**src/rtl/rle_decoder_with_alpha_insert_macros.svh**
```systemverilog
// Assertion macros shared by the run-length decoder modules.
`ifndef RLE_DECODER_WITH_ALPHA_INSERT_MACROS_SVH
`define RLE_DECODER_WITH_ALPHA_INSERT_MACROS_SVH
`ifndef SYNTHESIS
`define RLD_ASSERT_IMP(lbl, ante, cons) \
	lbl: assert property (@(posedge clk) disable iff (!arst_n) (ante) |-> (cons)) \
		else $error("rld check failed");
`define RLD_ASSERT_NXT(lbl, ante, cons) \
	lbl: assert property (@(posedge clk) disable iff (!arst_n) (ante) |=> (cons)) \
		else $error("rld check failed");
`else
`define RLD_ASSERT_IMP(lbl, ante, cons)
`define RLD_ASSERT_NXT(lbl, ante, cons)
`endif
`endif

```
**src/rtl/rld_pkg.sv**
```systemverilog
// Shared types and constants of the run-length decoder.
package rld_pkg;
	localparam logic [7:0] CTRL_ZERO = 8'h00;
	localparam logic [7:0] CTRL_LIT = 8'hFF;
	localparam logic [7:0] ALPHA_ZERO = 8'h00;
	localparam logic [7:0] ALPHA_LIT = 8'hFF;
	localparam logic [1:0] ALPHA_GROUP = 2'd3;
	// floor(s/3) = (s*171) >> 9 for every s below 258
	localparam logic [16:0] DIV3_MUL = 17'd171;
	localparam int DIV3_SHIFT = 9;
	localparam int MAX_RES = 3;
	localparam logic [0:0] REG_ALPHA_MODE = 1'b0;

	typedef struct packed {
		logic [7:0] byte_in;
		logic end_of_stream;
	} in_t;

	typedef struct packed {
		logic [7:0] value;
		logic [8:0] repeat_count;
		logic is_alpha;
		logic truncated;
		logic last_result;
	} out_t;

	typedef struct packed {
		logic [1:0] cnt;
		out_t [MAX_RES-1:0] res;
	} batch_t;
endpackage

```
**src/rtl/rld_regs.sv**
```systemverilog
// APB configuration register holding the alpha mode bit.
module rld_regs (
	input  logic        clk,
	input  logic        arst_n,
	input  logic        psel,
	input  logic        penable,
	input  logic        pwrite,
	input  logic [2:0]  paddr,
	input  logic [31:0] pwdata,
	output logic [31:0] prdata,
	output logic        pready,
	output logic        alpha_mode
);
	logic alpha_q;

	assign pready = 1'b1;
	assign alpha_mode = alpha_q;

	always_ff @(posedge clk or negedge arst_n) begin
		if (!arst_n) begin
			alpha_q <= 1'b0;
		end else if (psel && penable && pwrite && pready
			&& paddr[2] == rld_pkg::REG_ALPHA_MODE) begin
			alpha_q <= pwdata[0];
		end
	end

	always_comb begin
		prdata = '0;
		if (paddr[2] == rld_pkg::REG_ALPHA_MODE) begin
			prdata[0] = alpha_q;
		end
	end
endmodule

```
**src/rtl/rld_core.sv**
```systemverilog
// Input register, decoder state and per-byte result decode.
module rld_core (
	input  logic            clk,
	input  logic            arst_n,
	input  logic            alpha_mode,
	input  logic            in_valid,
	output logic            in_ready,
	input  rld_pkg::in_t    in_data,
	input  logic            can_load,
	output logic            load,
	output rld_pkg::batch_t batch
);
	`include "rle_decoder_with_alpha_insert_macros.svh"

	typedef enum logic [1:0] {
		PH_CONTROL,
		PH_COUNT,
		PH_SINGLE,
		PH_LITERAL
	} phase_t;

	logic         valid_s1;
	rld_pkg::in_t data_s1;
	phase_t       phase_q, phase_d;
	logic [7:0]   lit_q, lit_d;
	logic [1:0]   ch_q, ch_d;
	logic [7:0]   held_q, held_d;

	logic [8:0]   run_sum;
	logic [16:0]  run_prod;
	logic [7:0]   run_quo;
	logic [8:0]   run_rem;
	logic [2:0]   ch_inc;
	logic         any_trunc;

	assign load = valid_s1 && can_load;
	assign in_ready = !valid_s1 || load;

	always_ff @(posedge clk or negedge arst_n) begin
		if (!arst_n) begin
			valid_s1 <= 1'b0;
		end else if (in_valid && in_ready) begin
			valid_s1 <= 1'b1;
		end else if (load) begin
			valid_s1 <= 1'b0;
		end
	end

	always_ff @(posedge clk) begin
		if (in_valid && in_ready) begin
			data_s1 <= in_data;
		end
	end

	always_ff @(posedge clk or negedge arst_n) begin
		if (!arst_n) begin
			phase_q <= PH_CONTROL;
			lit_q   <= '0;
			ch_q    <= '0;
			held_q  <= '0;
		end else if (load) begin
			phase_q <= phase_d;
			lit_q   <= lit_d;
			ch_q    <= ch_d;
			held_q  <= held_d;
		end
	end

	// zero run with alpha: total = b + (ch+b)/3, new channel = (ch+b)%3
	assign run_sum  = {1'b0, data_s1.byte_in} + {7'b0, ch_q};
	assign run_prod = 17'(run_sum) * rld_pkg::DIV3_MUL;
	assign run_quo  = run_prod[rld_pkg::DIV3_SHIFT +: 8];
	assign run_rem  = run_sum - 9'(run_quo) * 9'd3;
	assign ch_inc   = {1'b0, ch_q} + 3'd1;

	always_comb begin
		phase_d = phase_q;
		lit_d   = lit_q;
		ch_d    = ch_q;
		held_d  = held_q;
		batch   = '0;
		unique case (phase_q)
			PH_CONTROL: begin
				held_d = data_s1.byte_in;
				phase_d = (data_s1.byte_in == rld_pkg::CTRL_ZERO
					|| data_s1.byte_in == rld_pkg::CTRL_LIT) ? PH_COUNT : PH_SINGLE;
			end
			PH_COUNT: begin
				if (held_q == rld_pkg::CTRL_ZERO) begin
					if (data_s1.byte_in != 8'd0) begin
						batch.res[0].value = 8'd0;
						batch.res[0].repeat_count = {1'b0, data_s1.byte_in};
						if (alpha_mode) begin
							batch.res[0].repeat_count = {1'b0, data_s1.byte_in}
								+ {1'b0, run_quo};
							ch_d = run_rem[1:0];
						end
						batch.cnt = 2'd1;
					end
					phase_d = PH_CONTROL;
				end else begin
					lit_d = data_s1.byte_in;
					phase_d = (data_s1.byte_in != 8'd0) ? PH_LITERAL : PH_CONTROL;
				end
			end
			PH_SINGLE, PH_LITERAL: begin
				batch.res[0].value = data_s1.byte_in;
				batch.res[0].repeat_count = 9'd1;
				batch.cnt = 2'd1;
				if (alpha_mode) begin
					if (ch_inc[1:0] == rld_pkg::ALPHA_GROUP) begin
						batch.res[1].value = (phase_q == PH_SINGLE) ? held_q
							: rld_pkg::ALPHA_LIT;
						batch.res[1].repeat_count = 9'd1;
						batch.res[1].is_alpha = 1'b1;
						batch.cnt = 2'd2;
						ch_d = 2'd0;
					end else begin
						ch_d = ch_inc[1:0];
					end
				end
				if (phase_q == PH_SINGLE) begin
					phase_d = PH_CONTROL;
				end else begin
					lit_d = lit_q - 8'd1;
					if (lit_d == 8'd0) begin
						phase_d = PH_CONTROL;
					end
				end
			end
			default: begin
				phase_d = PH_CONTROL;
			end
		endcase

		if (data_s1.end_of_stream) begin
			if (phase_d != PH_CONTROL) begin
				batch.res[batch.cnt].truncated = 1'b1;
				batch.cnt = batch.cnt + 2'd1;
			end
			phase_d = PH_CONTROL;
			lit_d = '0;
			ch_d = '0;
		end

		if (batch.cnt != 2'd0) begin
			batch.res[batch.cnt - 2'd1].last_result = 1'b1;
		end
	end

	assign any_trunc = batch.res[0].truncated || batch.res[1].truncated
		|| batch.res[2].truncated;

	`RLD_ASSERT_IMP(a_trunc_only_at_eos, load && any_trunc, data_s1.end_of_stream)
	`RLD_ASSERT_NXT(a_eos_clears_state, load && data_s1.end_of_stream,
		phase_q == PH_CONTROL && lit_q == 8'd0 && ch_q == 2'd0)
	`RLD_ASSERT_IMP(a_channel_range, 1'b1, ch_q != 2'd3)
	`RLD_ASSERT_IMP(a_literal_run_count, phase_q == PH_LITERAL, lit_q != 8'd0)
endmodule

```
**src/rtl/rld_outbuf.sv**
```systemverilog
// Result buffer that hands out one decoded result per beat.
module rld_outbuf (
	input  logic            clk,
	input  logic            arst_n,
	input  logic            load,
	input  rld_pkg::batch_t batch,
	output logic            can_load,
	output logic            out_valid,
	input  logic            out_ready,
	output rld_pkg::out_t   out_data
);
	`include "rle_decoder_with_alpha_insert_macros.svh"

	rld_pkg::out_t rb_q [rld_pkg::MAX_RES];
	logic [1:0]    count_q;
	logic          pop;

	assign out_valid = count_q != 2'd0;
	assign out_data  = rb_q[0];
	assign pop       = out_valid && out_ready;
	assign can_load  = (count_q == 2'd0) || (count_q == 2'd1 && out_ready);

	always_ff @(posedge clk or negedge arst_n) begin
		if (!arst_n) begin
			count_q <= '0;
		end else if (load) begin
			count_q <= batch.cnt;
		end else if (pop) begin
			count_q <= count_q - 2'd1;
		end
	end

	// slot 0 always holds the oldest result
	always_ff @(posedge clk) begin
		if (load) begin
			rb_q[0] <= batch.res[0];
			rb_q[1] <= batch.res[1];
			rb_q[2] <= batch.res[2];
		end else if (pop) begin
			rb_q[0] <= rb_q[1];
			rb_q[1] <= rb_q[2];
		end
	end

	`RLD_ASSERT_IMP(a_load_needs_room, load, count_q == 2'd0 || (count_q == 2'd1 && pop))
	`RLD_ASSERT_NXT(a_hold_when_stalled, out_valid && !out_ready,
		count_q == $past(count_q))
	`RLD_ASSERT_NXT(a_pop_advances, pop && !load, count_q == $past(count_q) - 2'd1)
endmodule

```
**src/rtl/rle_decoder_with_alpha_insert.sv**
```systemverilog
// Top level of the run-length decoder with alpha insertion.
// Takes one compressed byte per beat and returns decoded results one per beat: a zero run
// as a single result with a repeat count, colour bytes, inserted alpha bytes (alpha mode,
// register 0 at address 0) and a truncated marker when the stream ends inside a construct.
// A byte is registered, decoded combinationally and its results loaded into a three-entry
// result buffer; the next byte is loaded only once the single result port has drained the
// buffer down to its last result, which leaves in the same cycle, or emptied it.
module rle_decoder_with_alpha_insert (
	input  logic          clk,
	input  logic          arst_n,
	input  logic          psel,
	input  logic          penable,
	input  logic          pwrite,
	input  logic [2:0]    paddr,
	input  logic [31:0]   pwdata,
	output logic [31:0]   prdata,
	output logic          pready,
	input  logic          in_valid,
	output logic          in_ready,
	input  rld_pkg::in_t  in_data,
	output logic          out_valid,
	input  logic          out_ready,
	output rld_pkg::out_t out_data
);
	logic            alpha_mode;
	logic            can_load;
	logic            load;
	rld_pkg::batch_t batch;

	rld_regs u_regs (
		.clk        (clk),
		.arst_n     (arst_n),
		.psel       (psel),
		.penable    (penable),
		.pwrite     (pwrite),
		.paddr      (paddr),
		.pwdata     (pwdata),
		.prdata     (prdata),
		.pready     (pready),
		.alpha_mode (alpha_mode)
	);

	rld_core u_core (
		.clk        (clk),
		.arst_n     (arst_n),
		.alpha_mode (alpha_mode),
		.in_valid   (in_valid),
		.in_ready   (in_ready),
		.in_data    (in_data),
		.can_load   (can_load),
		.load       (load),
		.batch      (batch)
	);

	rld_outbuf u_outbuf (
		.clk       (clk),
		.arst_n    (arst_n),
		.load      (load),
		.batch     (batch),
		.can_load  (can_load),
		.out_valid (out_valid),
		.out_ready (out_ready),
		.out_data  (out_data)
	);
endmodule

```
**config.mk**
```make
export PLATFORM = sky130hd
export DESIGN_NAME = rle_decoder_with_alpha_insert
export DESIGN_NICKNAME = d
export VERILOG_FILES = /design/src/rtl/rld_pkg.sv /design/src/rtl/rld_regs.sv /design/src/rtl/rld_core.sv /design/src/rtl/rld_outbuf.sv /design/src/rtl/rle_decoder_with_alpha_insert.sv
export VERILOG_INCLUDE_DIRS = /design/src /design/src/rtl
export SDC_FILE = /design/constraint.sdc
export NUM_CORES = 1
export LEC_CHECK = 0
export BUFFER_PORTS_ARGS = -buffer_cell sky130_fd_sc_hd__buf_4
export CAP_MARGIN = 25
export CORE_UTILIZATION = 30
export DETAILED_ROUTE_END_ITERATION = 8
export PLACE_DENSITY = 0.48
export SLEW_MARGIN = 10
export SYNTH_ARGS = -nofsm -noshare
export SYNTH_HDL_FRONTEND = slang
export SYNTH_HIERARCHICAL = 1
export SYNTH_SLANG_ARGS = --single-unit
```
**constraint.sdc**
```tcl
create_clock -name clk -period 6.3 [get_ports clk]
set_clock_uncertainty 0.1 [all_clocks]
set_input_delay 1.26 -clock clk [delete_from_list [all_inputs] [get_ports clk]]
set_output_delay 1.26 -clock clk [all_outputs]
set_load 0.02 [all_outputs]
```
Word level (Yosys, flattened, before mapping). Memories as Yosys holds them, arrays and structs flattened. Index checks and enable logic that the tools add are counted.

Word-level logic and storage cells: 120. Output and inout port bits: 55. Memories kept: 1. Bits of input ports: 51. Memory bits (writable): 60. Register bits after elaboration: 33.

Memories: u_outbuf.rb_q (depth 3, width 20, rd ports 3, clocked after memory_dff 0, write ports 3, line rld_outbuf.sv:14) `rld_pkg::out_t rb_q [rld_pkg::MAX_RES];`.

$mul: 2. Equality and inequality tests: 12. $lt $le $gt $ge: 4. Add/sub/neg operators: 8. Reduce and logical (&&, ||, !) cells: 29. Muxes and demuxes: 52. Bitwise operators: 3.

Operators with widths (number): $mux 62 (2); $bwmux 60 (2); $demux 20 s2 (2); $mux 60 (1); $mux 18 (3); $mux 20 (2); $mux 2 (18); $pmux 17 s2 (1); $mux 8 (4); $logic_not 8->1 (3); $mux 9 (2); $mul 9x8->17 const B (1); $mux 17 (1); $pmux 8 s2 (1); $ne 3x2->1 const B (4); $mux 1 (10); $reduce_bool 2->1 (5); $add 8x2->9 (1); $add 8x8->9 (1); $logic_and 1x1->1 (9); $eq 8x8->1 const B (1); $mul 8x2->2 const B (1); $pmux 2 s2 (2); $reduce_bool 8->1 (1); 20 further kinds (32).

Depth between registers and ports, before layout. Gate-level depths: netlist of the first run.

Word-level depth: 20. Mapped depth: 28. Depth with buffers taken out: 28.

By module. Netlist of the first run, hierarchy kept.

Modules (own cells, without submodules): rld_core (cells an instance 417, area an instance 3762.4 µm², sequential area each 795.8 µm², instances 1); rld_outbuf (cells an instance 143, area an instance 2622.5 µm², sequential area each 1851.8 µm², instances 1); rld_regs (cells an instance 38, area an instance 301.5 µm², sequential area each 25.0 µm², instances 1).

Least setup slack after synthesis of the first run. OpenSTA, ideal clock, no wires.

Path kind: register to register. Start: register u_core/data_s1[1] (netlist bit). End: memory u_outbuf/rb_q[0][10] (netlist bit), data pin. Required time: 5940 ps. Path slack: -45 ps. Setup time: 260 ps. Period minus slack after synthesis: 6345 ps. Path buffers: 0. Arrival time: 5985 ps. Stages on the path, launching flop included: 26. Cells stage by stage: edfxtp_1 > ha_1 > fa_1 > nand3_1 > xnor2_1 > ha_1 > inv_1 > fa_1 > inv_1 > fa_1 > inv_1 > fa_1 > inv_1 > ha_1 > a21o_1 > a21o_1 > or3_1 > a31o_2 > a31o_2 > xor2_1 > ha_1 > a2111oi_0 > nor4_1 > o21ai_0 > a21oi_1 > mux2_2.

RTL lines: start, declared (line rld_core.sv:23) `rld_pkg::in_t data_s1;`; start signal, assigned (line rld_core.sv:51) `data_s1 <= in_data;`; end, declared (line rld_outbuf.sv:14).

==> key figures, run 1 <==
Setup path
  • Crit path DAT: around 6.2 ns
  • Critical Path Sink Type: register
  • CP Max Fanout: 3
  • CP bufs+invs: 6
  • Top delay family on crit path: adder cells
  • Worst Setup Path Type: reg2reg
  • Critical Path Max Stage Delay: about 0.5 ns
  • Slowest CP cell: fa_1
  • Worst setup SP type: register
  • Worst Path Required: 6.30 ns

Routing
  • DRC Markers: 0
  • DR vias/cell: 4.50
  • ANT nets after route: 0
  • Via count: 4274
  • WL final: 13800 um
  • DR WL/cell: about 15 um
  • Drt pass-1 iters: 4
  • Initial drt markers: 246

Synth
  • Synthesized instance count: 598
  • Synth warn: 6
  • Mapped cell area: 6690 um^2
  • Asr flop ratio synth: 25.8%
  • Commonest register cell after synthesis: edfxtp_1
  • Yosys cell types: 59
  • Mean Syn Cell Area: approximately 11 um^2
  • Post-synth EDFFs: 69
  • Sequential fraction of the synthesis area: 40.0%
  • Register bit total from synthesis: 93

Die
  • FP Rows: 54
  • I/O pin count: 106
  • Die X: 151 um
  • Core area: 21800 um^2
  • Starting Density: a little under a third
  • Die area: 22900 um^2
  • Die height: 151 um

Clocking
  • CTS clock-pin slew for the worst setup and hold paths: 0.07 ns
  • TritonCTS Sinks: 93
  • H-tree depth: 3
  • CTS tree: built
  • Maximum clock insertion buffer count: 2
  • Inserted Clock Buffers: 9
  • Hold Buf Count CTS: 0
  • Worst-Skew Late Latency: around 0.35 ns
  • CTS root buf: clkbuf_16

Run status
  • Status: finished clean

Cells and area
  • Syn-to-layout area delta: 18.3%
  • Register area: 2670 um^2
  • Finished Layout Cells: 949
  • Layout cells sized above 1: between 30 and 40%
  • Most common cell after layout, fill and taps aside: buf_4
  • Commonest non-fill, non-tap cells in the layout: buf_4, edfxtp_1, conb_1
  • Multi-input logic area: 3630 um^2
  • Nets: 794
  • ANT cells: 0
  • Fillers: 2154

Global route
  • First-pass GRT wire length: 21900 um
  • Largest net degree at the start of global routing: 41
  • Grt ovf: 0
  • Vias in the first global route: approximately 4300
  • Global-route usage over all layers: 12.7%
  • Initial antenna violation count: 0

Place
  • Cells after DPL: about 920
  • IO buf count: 40
  • Routability cong.: 0.785
  • HPWL Detailed: 9870 um

Timing
  • Fin Hold WS: 0.428 ns
  • Setup Viol. Count Final: 0
  • Highest clock rate: 161 MHz
  • Worst Tran Pin Value: 1.01 ns
  • Slew Limit Fails: 0
  • Post-layout min period: 6.22 ns
  • Final Cycle Share: 98.8%
  • RSZ-0062 raised after global routing: yes
  • Final Hold Violating Endpoints: 0
  • Max-slew headroom: around 33%

Hold path
  • HP Class: reg2reg

Job
  • Max Cap Viol: 0
[kinds of logic after synthesis]
family	Yosys count	share of synthesized area [%]
flip-flops	93	40.0
XOR/XNOR	27	3.74
adder cells (fa/ha/maj)	79	16.7
multiplexers	59	9.79
AND/OR/NAND/NOR	123	9.60
AO/OA/AOI/OAI	67	6.85
other	3	0.168
buffers and inverters	147	13.2
[flip-flops by register name, summed over array words and instances (netlist names)]
name / flops
u_core/ch_q: 2
u_core/data_s1: 9
u_core/held_q: 8
u_core/lit_q: 8
u_regs/alpha_mode: 1
u_outbuf/rb_q: 60
u_outbuf/count_q: 2
u_core/valid_s1: 1
u_core/phase_q: 2
[cell type report]
class | count | share of cell area, %
Clock buffer | 10 | 2.89
Multi-Input combinational cell | 414 | 45.9
Timing Repair Buffer | 97 | 9.27
Clock inverter | 6 | 1.41
Inverter | 49 | 2.32
Sequential cell | 93 | 33.8
Tap cell | 280 | 4.43
[cell usage after synthesis, types with 11 or more instances]
cell type | n | share of area, %
buf_4 | 80 | 9.0
dfrtp_1 | 24 | 9.0
clkbuf_1 | 13 | 0.73
inv_1 | 47 | 2.6
xor2_1 | 11 | 1.4
nor2_1 | 39 | 2.2
edfxtp_1 | 69 | 31
ha_1 | 62 | 12
xnor2_1 | 15 | 2.0
nand2_1 | 19 | 1.1
fa_1 | 17 | 5.1
mux2_2 | 47 | 7.9
and2_1 | 11 | 1.0
a21oi_1 | 20 | 1.5
[per-layer routing]
metal	GRT usage [%]	vias to the layer above	wire length [um]
met5	0	-	0
met4	3.05	0	119
met3	2.71	9	451
met2	22.4	82	7100
met1	15.5	2115	6170
li1	-	2068	-
[path summary, 6_finish.rpt]
check	to	slack (ns)	from	depth (start not counted)
hold reg to reg	u_core/valid_s1	0.43	u_core/valid_s1	2
max in group asynchronous	u_core/held_q[1]	5.14	arst_n	1
hold / removal	u_core/valid_s1	0.43	u_core/valid_s1	2
setup / recovery	u_outbuf/rb_q[0][11]	0.08	u_core/data_s1[2]	27
min in group asynchronous	u_outbuf/count_q[0]	0.70	arst_n	1
setup reg to reg	u_outbuf/rb_q[0][11]	0.08	u_core/data_s1[2]	27
[worst min-delay path, cell delays in order (launching register included)]
cell	delay, ns
dfrtp_1	0.34
nand2b_1	0.08
nand2b_1	0.07
[through the flow]
stage	setup WS [ns]	util [%]	cell area, um^2	TNS [ns]
after floorplan	0.0136	-	6900	0
after global placement	-0.266	32.9	7190	-0.573
after detailed placement	-0.338	32.9	7190	-0.743
after CTS	-0.00353	35.1	7660	-0.00353
after global routing	-0.175	36.3	7910	-0.415
final	0.0772	36.3	7910	0
[timing repair]
| action | 4_1_cts | 5_1_grt |
|---|---|---|
| endpoints found under the setup margin | 4 | 5 |
| resized for setup | 19 | 34 |
| buffers inserted | 4 | 7 |
| pin swaps | 7 | 44 |
Power of run 1 is not shown: default switching activity piles up to over one toggle a cycle in this logic, so the estimate is an artifact.
==> run 2, diff against run 1 <==
--- a/config.mk
+++ b/config.mk
@@ -8,11 +8,12 @@
 export LEC_CHECK = 0
 export BUFFER_PORTS_ARGS = -buffer_cell sky130_fd_sc_hd__buf_4
 export CAP_MARGIN = 25
+export CORE_MARGIN = 8
 export CORE_UTILIZATION = 30
+export CTS_CLUSTER_DIAMETER = 50
 export DETAILED_ROUTE_END_ITERATION = 8
-export PLACE_DENSITY = 0.48
+export PLACE_DENSITY = 0.49
 export SLEW_MARGIN = 10
 export SYNTH_ARGS = -nofsm -noshare
 export SYNTH_HDL_FRONTEND = slang
-export SYNTH_HIERARCHICAL = 1
 export SYNTH_SLANG_ARGS = --single-unit
==> run 2 against run 1 <==
Effect of this change:
- die area increased by 0.29%
- worst setup slack improved by 0.071 ns
- sequential cell count decreased by 27
- cell count decreased by 8.0%
- non-clock buffer count decreased by 11
- count of clock-buffer cells in the layout unchanged
- final area decreased by 17%
- maximum frequency increased by 1.2%
- sequential share of layout area decreased by 5.5 points
- routed wire length decreased by 7.1%
- critical path type unchanged
- critical endpoint is now u_outbuf.rb_q[0][10]
- highest routed layer unchanged
==> key figures, run 2 <==
Routing
  • WL final: 12900 um (-7.1%)
  • DR vias/cell: 4.68 (+3.9%)
  • Initial drt markers: 151 (-39%)
  • ANT nets after route: 0 (unchanged)
  • Via count: 4087 (-4.4%)
  • Drt pass-1 iters: 5 (+1)
  • DR WL/cell: 14.7 um (+0.97%)
  • DRC Markers: 0 (unchanged)

Setup path
  • Worst Setup Path Type: reg2reg
  • CP Max Fanout: 3 (unchanged)
  • Critical Path Max Stage Delay: 0.54 ns (+0.05 ns)
  • Critical Path Sink Type: register
  • Slowest CP cell: fa_1
  • Worst setup SP type: register
  • Crit path DAT: 6.13 ns (-0.09 ns)
  • Worst Path Required: 6.27 ns (-0.03 ns)

Synth
  • Ranking of synthesized cells by area: edfxtp_1, ha_1, dfrtp_1
  • Mean Syn Cell Area: 9.42 um^2 (-16%)
  • Sequential fraction of the synthesis area: 33.8% (-6.2 points)
  • Top cell type's share of synthesized area: 22.9% (-8.1 points)
  • Most common cell in the netlist: inv_1
  • Yosys cell types: 58 (-1.7%)
  • Mapped cell area: 5510 um^2 (-18%)
  • Synthesized instance count: 585 (-2.2%)
  • Post-synth top cells: inv_1, ha_1, buf_4
  • Synth warn: 0 (-6)
  • Dominant cell type by area after synthesis: edfxtp_1
  • Register bit total from synthesis: 66 (-29%)
  • Commonest register cell after synthesis: edfxtp_1
  • Asr flop ratio synth: 36.4% (+11 points)
  • Post-synth EDFFs: 42 (-39%)

Die
  • Die X: 152 um (+0.15%)
  • Die area: 23000 um^2 (+0.29%)
  • Die height: 152 um (+0.15%)
  • FP Rows: 49 (-9.3%)
  • Core area: 18000 um^2 (-18%)
  • Starting Density: 30.7% (about the same)
  • I/O pin count: 106 (unchanged)

Cells and area
  • Layout cells sized above 1: 21.7% (-9.1 points)
  • Nets: 769 (-3.1%)
  • Syn-to-layout area delta: 19.4%
  • Post-route cell area: 6580 um^2 (-17%)
  • Most common cell after layout, fill and taps aside: buf_4
  • Commonest non-fill, non-tap cells in the layout: buf_4, inv_1, ha_1
  • Max FFs per register: 33 (-45%)
  • Largest registers: u_outbuf.rb_q x33, u_core.data_s1 x9
  • Largest Register: u_outbuf.rb_q
  • ANT cells: 0 (unchanged)

Global route
  • Global-route usage over all layers: 11.6% (-1.1 points)
  • First-pass GRT wire length: 20900 um (-4.5%)
  • Grt ovf: 0 (unchanged)
  • Largest net degree at the start of global routing: 33 (-20%)
  • Initial antenna violation count: 0 (unchanged)
  • Vias in the first global route: 4190 (-3.6%)

Run status
  • Status: finished clean

Timing
  • Setup Viol. Count Final: 0 (unchanged)
  • PnR worst setup slack: 0.148 ns (+0.0708 ns)
  • Worst Tran Pin Value: 0.983 ns (-0.0291 ns)
  • Final Cycle Share: 97.7% (-1.1 points)
  • Setup TNS: 0 ns (unchanged)
  • Slew Limit Fails: 0 (unchanged)
  • Max-slew headroom: 34.5% (+1.9 points)
  • Post-layout min period: 6.15 ns (-0.0708 ns)
  • Highest clock rate: 163 MHz (+1.2%)
  • Final Hold Violating Endpoints: 0 (unchanged)
  • RSZ-0062 raised after global routing: yes

Place
  • Dpl ws: -0.191 ns (+0.147 ns)
  • HPWL Detailed: 9670 um (-2.0%)
  • Post-DP Area: 6040 um^2 (-16%)
  • IO buf count: 40 (unchanged)
  • Routability cong.: 0.838 (+6.7%)

Clocking
  • Inserted Clock Buffers: 9 (unchanged)
  • CTS tree: built
  • Worst-Skew Late Latency: 0.34 ns (about the same)
  • H-tree depth: 3 (unchanged)
  • Maximum clock insertion buffer count: 2 (unchanged)
  • TritonCTS Sinks: 66 (-29%)
  • CTS root buf: clkbuf_16
  • CTS clock-pin slew for the worst setup and hold paths: 0.06 ns (about the same)

Job
  • Max Cap Viol: 0 (unchanged)

Hold path
  • HP Class: reg2reg
## run 2: area by class of cell
class                   instances  area [um^2]
fillers                      1810        11400
multi-input cells             401         3150
flip-flops and latches         66         1860
repair buffers                 86          653
well taps                     229          287
inverters                      75          282
clock buffers                  10          229
clock inverters                 6          115
## run 2: logic make-up after synthesis
logic type / Yosys count / synth area share, %
AOI/OAI and AO/OA: 100 / 12.2
DFF: 66 / 33.8
other: 2 / 0.136
adders and majority gates: 79 / 20.3
muxes: 12 / 2.36
xor gates and xnor gates: 20 / 3.18
buffers and inverters: 148 / 13.6
and+or+nand+nor: 158 / 14.4
## run 2: path summary, 6_finish.rpt
| path | from | end | slack (ns) | cells past startpoint |
|---|---|---|---|---|
| worst max-delay path | u_core.ch_q[1] | u_outbuf.rb_q[0][10] | 0.15 | 28 |
| worst min-delay path | u_outbuf.rb_q[0][37] | u_outbuf.rb_q[0][17] | 0.41 | 2 |
| worst max register to register | u_core.ch_q[1] | u_outbuf.rb_q[0][10] | 0.15 | 28 |
| worst min register to register | u_outbuf.rb_q[0][37] | u_outbuf.rb_q[0][17] | 0.41 | 2 |
| max in group asynchronous | arst_n | u_core.held_q[7] | 5.10 | 1 |
| min in group asynchronous | arst_n | u_outbuf.count_q[0] | 0.73 | 1 |
## run 2: worst max-delay path, delay by kind of cell, from the launching register on
kind	cells	cell delay, ns
flip-flops	1	0.41
XOR/XNOR	1	0.15
AO/OA/AOI/OAI	7	1.34
adder cells (fa/ha/maj)	6	2.31
AND/OR/NAND/NOR	8	1.01
buffers and inverters	6	0.58
## run 2: stage by stage
step           hold slack, ns  util (%)  cells
6_report                0.408      36.6    873
5_1_grt                 0.436      36.6    873
4_1_cts                 0.411      36.0    867
3_5_place_dp            0.396      33.6    845
3_3_place_gp            0.393      33.6    845
2_1_floorplan           0.367         -    615
## run 2: per-layer routing
metal	GRT usage (%)	share of wire, %
met5	0	0
met4	4.07	1.9
met3	2.32	5.0
met2	18.8	46
met1	15.0	47
## run 2: repair_timing
action | in CTS | in global routing
pin swaps | 21 | 29
setup buffers | 6 | 6
hold buffers | 0 | 0
endpoints found under the setup margin | 3 | 5
hold endpoints to repair | 0 | 0
resized for setup | 11 | 15
Power of run 2 is left out for the same reason.
==> run 3, diff against run 2 <==
--- a/config.mk
+++ b/config.mk
@@ -9,10 +9,10 @@
 export BUFFER_PORTS_ARGS = -buffer_cell sky130_fd_sc_hd__buf_4
 export CAP_MARGIN = 25
 export CORE_MARGIN = 8
-export CORE_UTILIZATION = 30
+export CORE_UTILIZATION = 51
 export CTS_CLUSTER_DIAMETER = 50
 export DETAILED_ROUTE_END_ITERATION = 8
-export PLACE_DENSITY = 0.49
+export PLACE_DENSITY = 0.76
 export SLEW_MARGIN = 10
 export SYNTH_ARGS = -nofsm -noshare
 export SYNTH_HDL_FRONTEND = slang
==> run 3 against run 2 <==
Effect of this change:
- the run now ends with setup timing left
- sequential share of layout area grew 0.87 points
- die area down 37%
- count of clock-buffer cells in the layout increased by 1
- utilization grew 23 points
- global-route usage up 5.7 points
- via count grew 3.4%
- highest routed layer unchanged
- worst hold slack better by 0.0021 ns
- sequential cell count unchanged
- non-clock buffer count rose by 1
- first-iteration DRC count is 88% higher
- worst setup slack worse by 0.16 ns
==> key figures, run 3 (synthesis gave the netlist of run 2 again) <==
Clocking
  • TritonCTS Sinks: 66 (unchanged)
  • H-tree depth: 3 (unchanged)
  • Maximum clock insertion buffer count: 2 (unchanged)
  • Worst-Skew Late Latency: 0.35 ns (about the same)
  • CTS tree: built
  • Inserted Clock Buffers: 9 (unchanged)
  • CTS root buf: clkbuf_8
  • CTS clock-pin slew for the worst setup and hold paths: 0.07 ns (about the same)
  • Hold Buf Count CTS: 0 (unchanged)

Timing
  • Slew Limit Fails: 0 (unchanged)
  • RSZ-0062 raised after global routing: yes
  • Final Cycle Share: 100% (+2.5 points)
  • Max-slew headroom: 35.1% (+0.64 points)
  • Final Hold Violating Endpoints: 0 (unchanged)
  • Setup Viol. Count Final: 1 (+1)
  • PnR worst setup slack: -0.0118 ns (-0.160 ns)
  • Highest clock rate: 158 MHz (-2.5%)
  • Worst Tran Pin Value: 0.973 ns (-0.00959 ns)
  • Post-layout min period: 6.31 ns (+0.160 ns)

Routing
  • Initial drt markers: 284 (+88%)
  • DR WL/cell: 15.7 um (+6.9%)
  • Via count: 4225 (+3.4%)
  • Drt pass-1 iters: 5 (unchanged)
  • ANT nets after route: 0 (unchanged)
  • DRC Markers: 0 (unchanged)
  • DR vias/cell: 5.38 (+15%)
  • WL final: 12300 um (-3.9%)

Setup path
  • Worst Path Required: 6.29 ns (+0.02 ns)
  • Worst Setup Path Type: reg2reg
  • Critical Path Sink Type: register
  • CP Max Fanout: 5 (+2)
  • Worst setup SP type: register
  • Crit path DAT: 6.30 ns (+0.17 ns)

Global route
  • Global-route usage over all layers: 17.3% (+5.7 points)
  • Grt ovf: 0 (unchanged)
  • Largest net degree at the start of global routing: 33 (unchanged)
  • M2 GR Usage: 29.6% (+11 points)
  • Met1 track demand over resource: 21.0% (+6.0 points)
  • Met3 usage: 4.32% (+2.0 points)
  • Vias in the first global route: 4291 (+2.4%)
  • Initial antenna violation count: 0 (unchanged)
  • First-pass GRT wire length: 20300 um (-2.9%)
  • GRT Max-Usage Layer: met2

Die
  • Die X: 120 um (-21%)
  • FP Rows: 38 (-22%)
  • Core area: 10700 um^2 (-40%)
  • Die area: 14400 um^2 (-37%)
  • Die height: 120 um (-21%)
  • I/O pin count: 106 (unchanged)
  • Starting Density: 51.5% (+21 points)

Cells and area
  • Commonest non-fill, non-tap cells in the layout: buf_4, inv_1, ha_1
  • Max FFs per register: 33 (unchanged)
  • Syn-to-layout area delta: 15.8%
  • Post-route cell area: 6380 um^2 (-3.0%)
  • Largest registers: u_outbuf.rb_q x33, u_core.data_s1 x9
  • Layout cells sized above 1: 21.9% (+0.12 points)
  • Largest Register: u_outbuf.rb_q
  • Register area: 1860 um^2 (unchanged)
  • Most common cell after layout, fill and taps aside: buf_4
  • ANT cells: 0 (unchanged)
  • Fillers: 902 (-50%)
  • Multi-input logic area: 3170 um^2 (+0.56%)
  • Nets: 770 (+0.13%)

Hold path
  • HP Class: reg2reg

Place
  • Routability cong.: 0.832 (-0.66%)
  • Dpl ws: -0.176 ns (+0.0144 ns)
  • HPWL Detailed: 9220 um (-4.6%)
  • Post-DP Area: 5900 um^2 (-2.2%)
  • IO buf count: 40 (unchanged)

Job
  • Max Cap Viol: 0 (unchanged)

Run status
  • Failing checks: setup timing
  • Status: finished with violations
-- run 3: cell types whose count changed in the layout (fill, tap and decap cells not counted), sizes merged --
cell	delta
clkbuf	+1
inv	+2
clkinv	-2
buf	+1
bufinv	-1
-- run 3: repair_timing --
action	CTS	global route
setup endpoints to repair	4	5
pin swaps	20	23
setup buffers	4	12
resized for setup	12	20
hold endpoints to repair	0	0
-- run 3: layout make-up --
class / instances / share of cell area, %
Clock buffer: 11 / 2.22
Clock inverter: 5 / 1.33
Inverter: 75 / 4.41
Multi-Input combinational cell: 401 / 49.6
Sequential cell: 66 / 29.2
Tap cell: 140 / 2.75
Timing Repair Buffer: 87 / 10.5
-- run 3: per-layer routing --
metal  up-vias  routed length, um
li1       2038                  -
met1      2026               5250
met2       149               6190
met3        12                767
met4         0                136
met5         -                  0
-- run 3: critical path: stages (launching register included) --
cell       delay, ns
edfxtp_1        0.47
ha_4            0.21
fa_2            0.57
nor2_1          0.06
or2_4           0.23
inv_2           0.05
fa_1            0.42
fa_1            0.50
inv_1           0.06
fa_1            0.54
inv_2           0.05
ha_4            0.26
and3_4          0.20
buf_6           0.09
nand4_1         0.17
buf_4           0.21
a21oi_4         0.23
o31a_1          0.18
nor2_1          0.06
ha_1            0.34
inv_1           0.06
o211ai_1        0.34
a2111oi_4       0.13
o31a_1          0.29
o21ai_1         0.13
a21oi_1         0.09
-- run 3: final timing paths --
kind                            slack, ns            startpoint  cells past startpoint                   end
worst min-delay path                 0.41  u_outbuf.rb_q[0][39]                      2  u_outbuf.rb_q[0][19]
max in group asynchronous            5.13                arst_n                      1       u_core.lit_q[7]
min in group asynchronous            0.71                arst_n                      1       u_core.valid_s1
worst min register to register       0.41  u_outbuf.rb_q[0][39]                      2  u_outbuf.rb_q[0][19]
worst max register to register      -0.01     u_core.data_s1[1]                     25  u_outbuf.rb_q[0][10]
worst max-delay path                -0.01     u_core.data_s1[1]                     25  u_outbuf.rb_q[0][10]
-- run 3: through the flow --
step                utilization (%)  TNS (ns)  instances  hold slack [ns]
CTS                            58.2         0        773            0.414
floorplan                         -         0        615            0.367
detailed placement             55.2    -0.492        753            0.396
finish                         59.6   -0.0118        785            0.410
global route                   59.6    -0.737        785            0.427
global placement               55.2    -0.111        753            0.390
Power of run 3 is left out for the same reason.
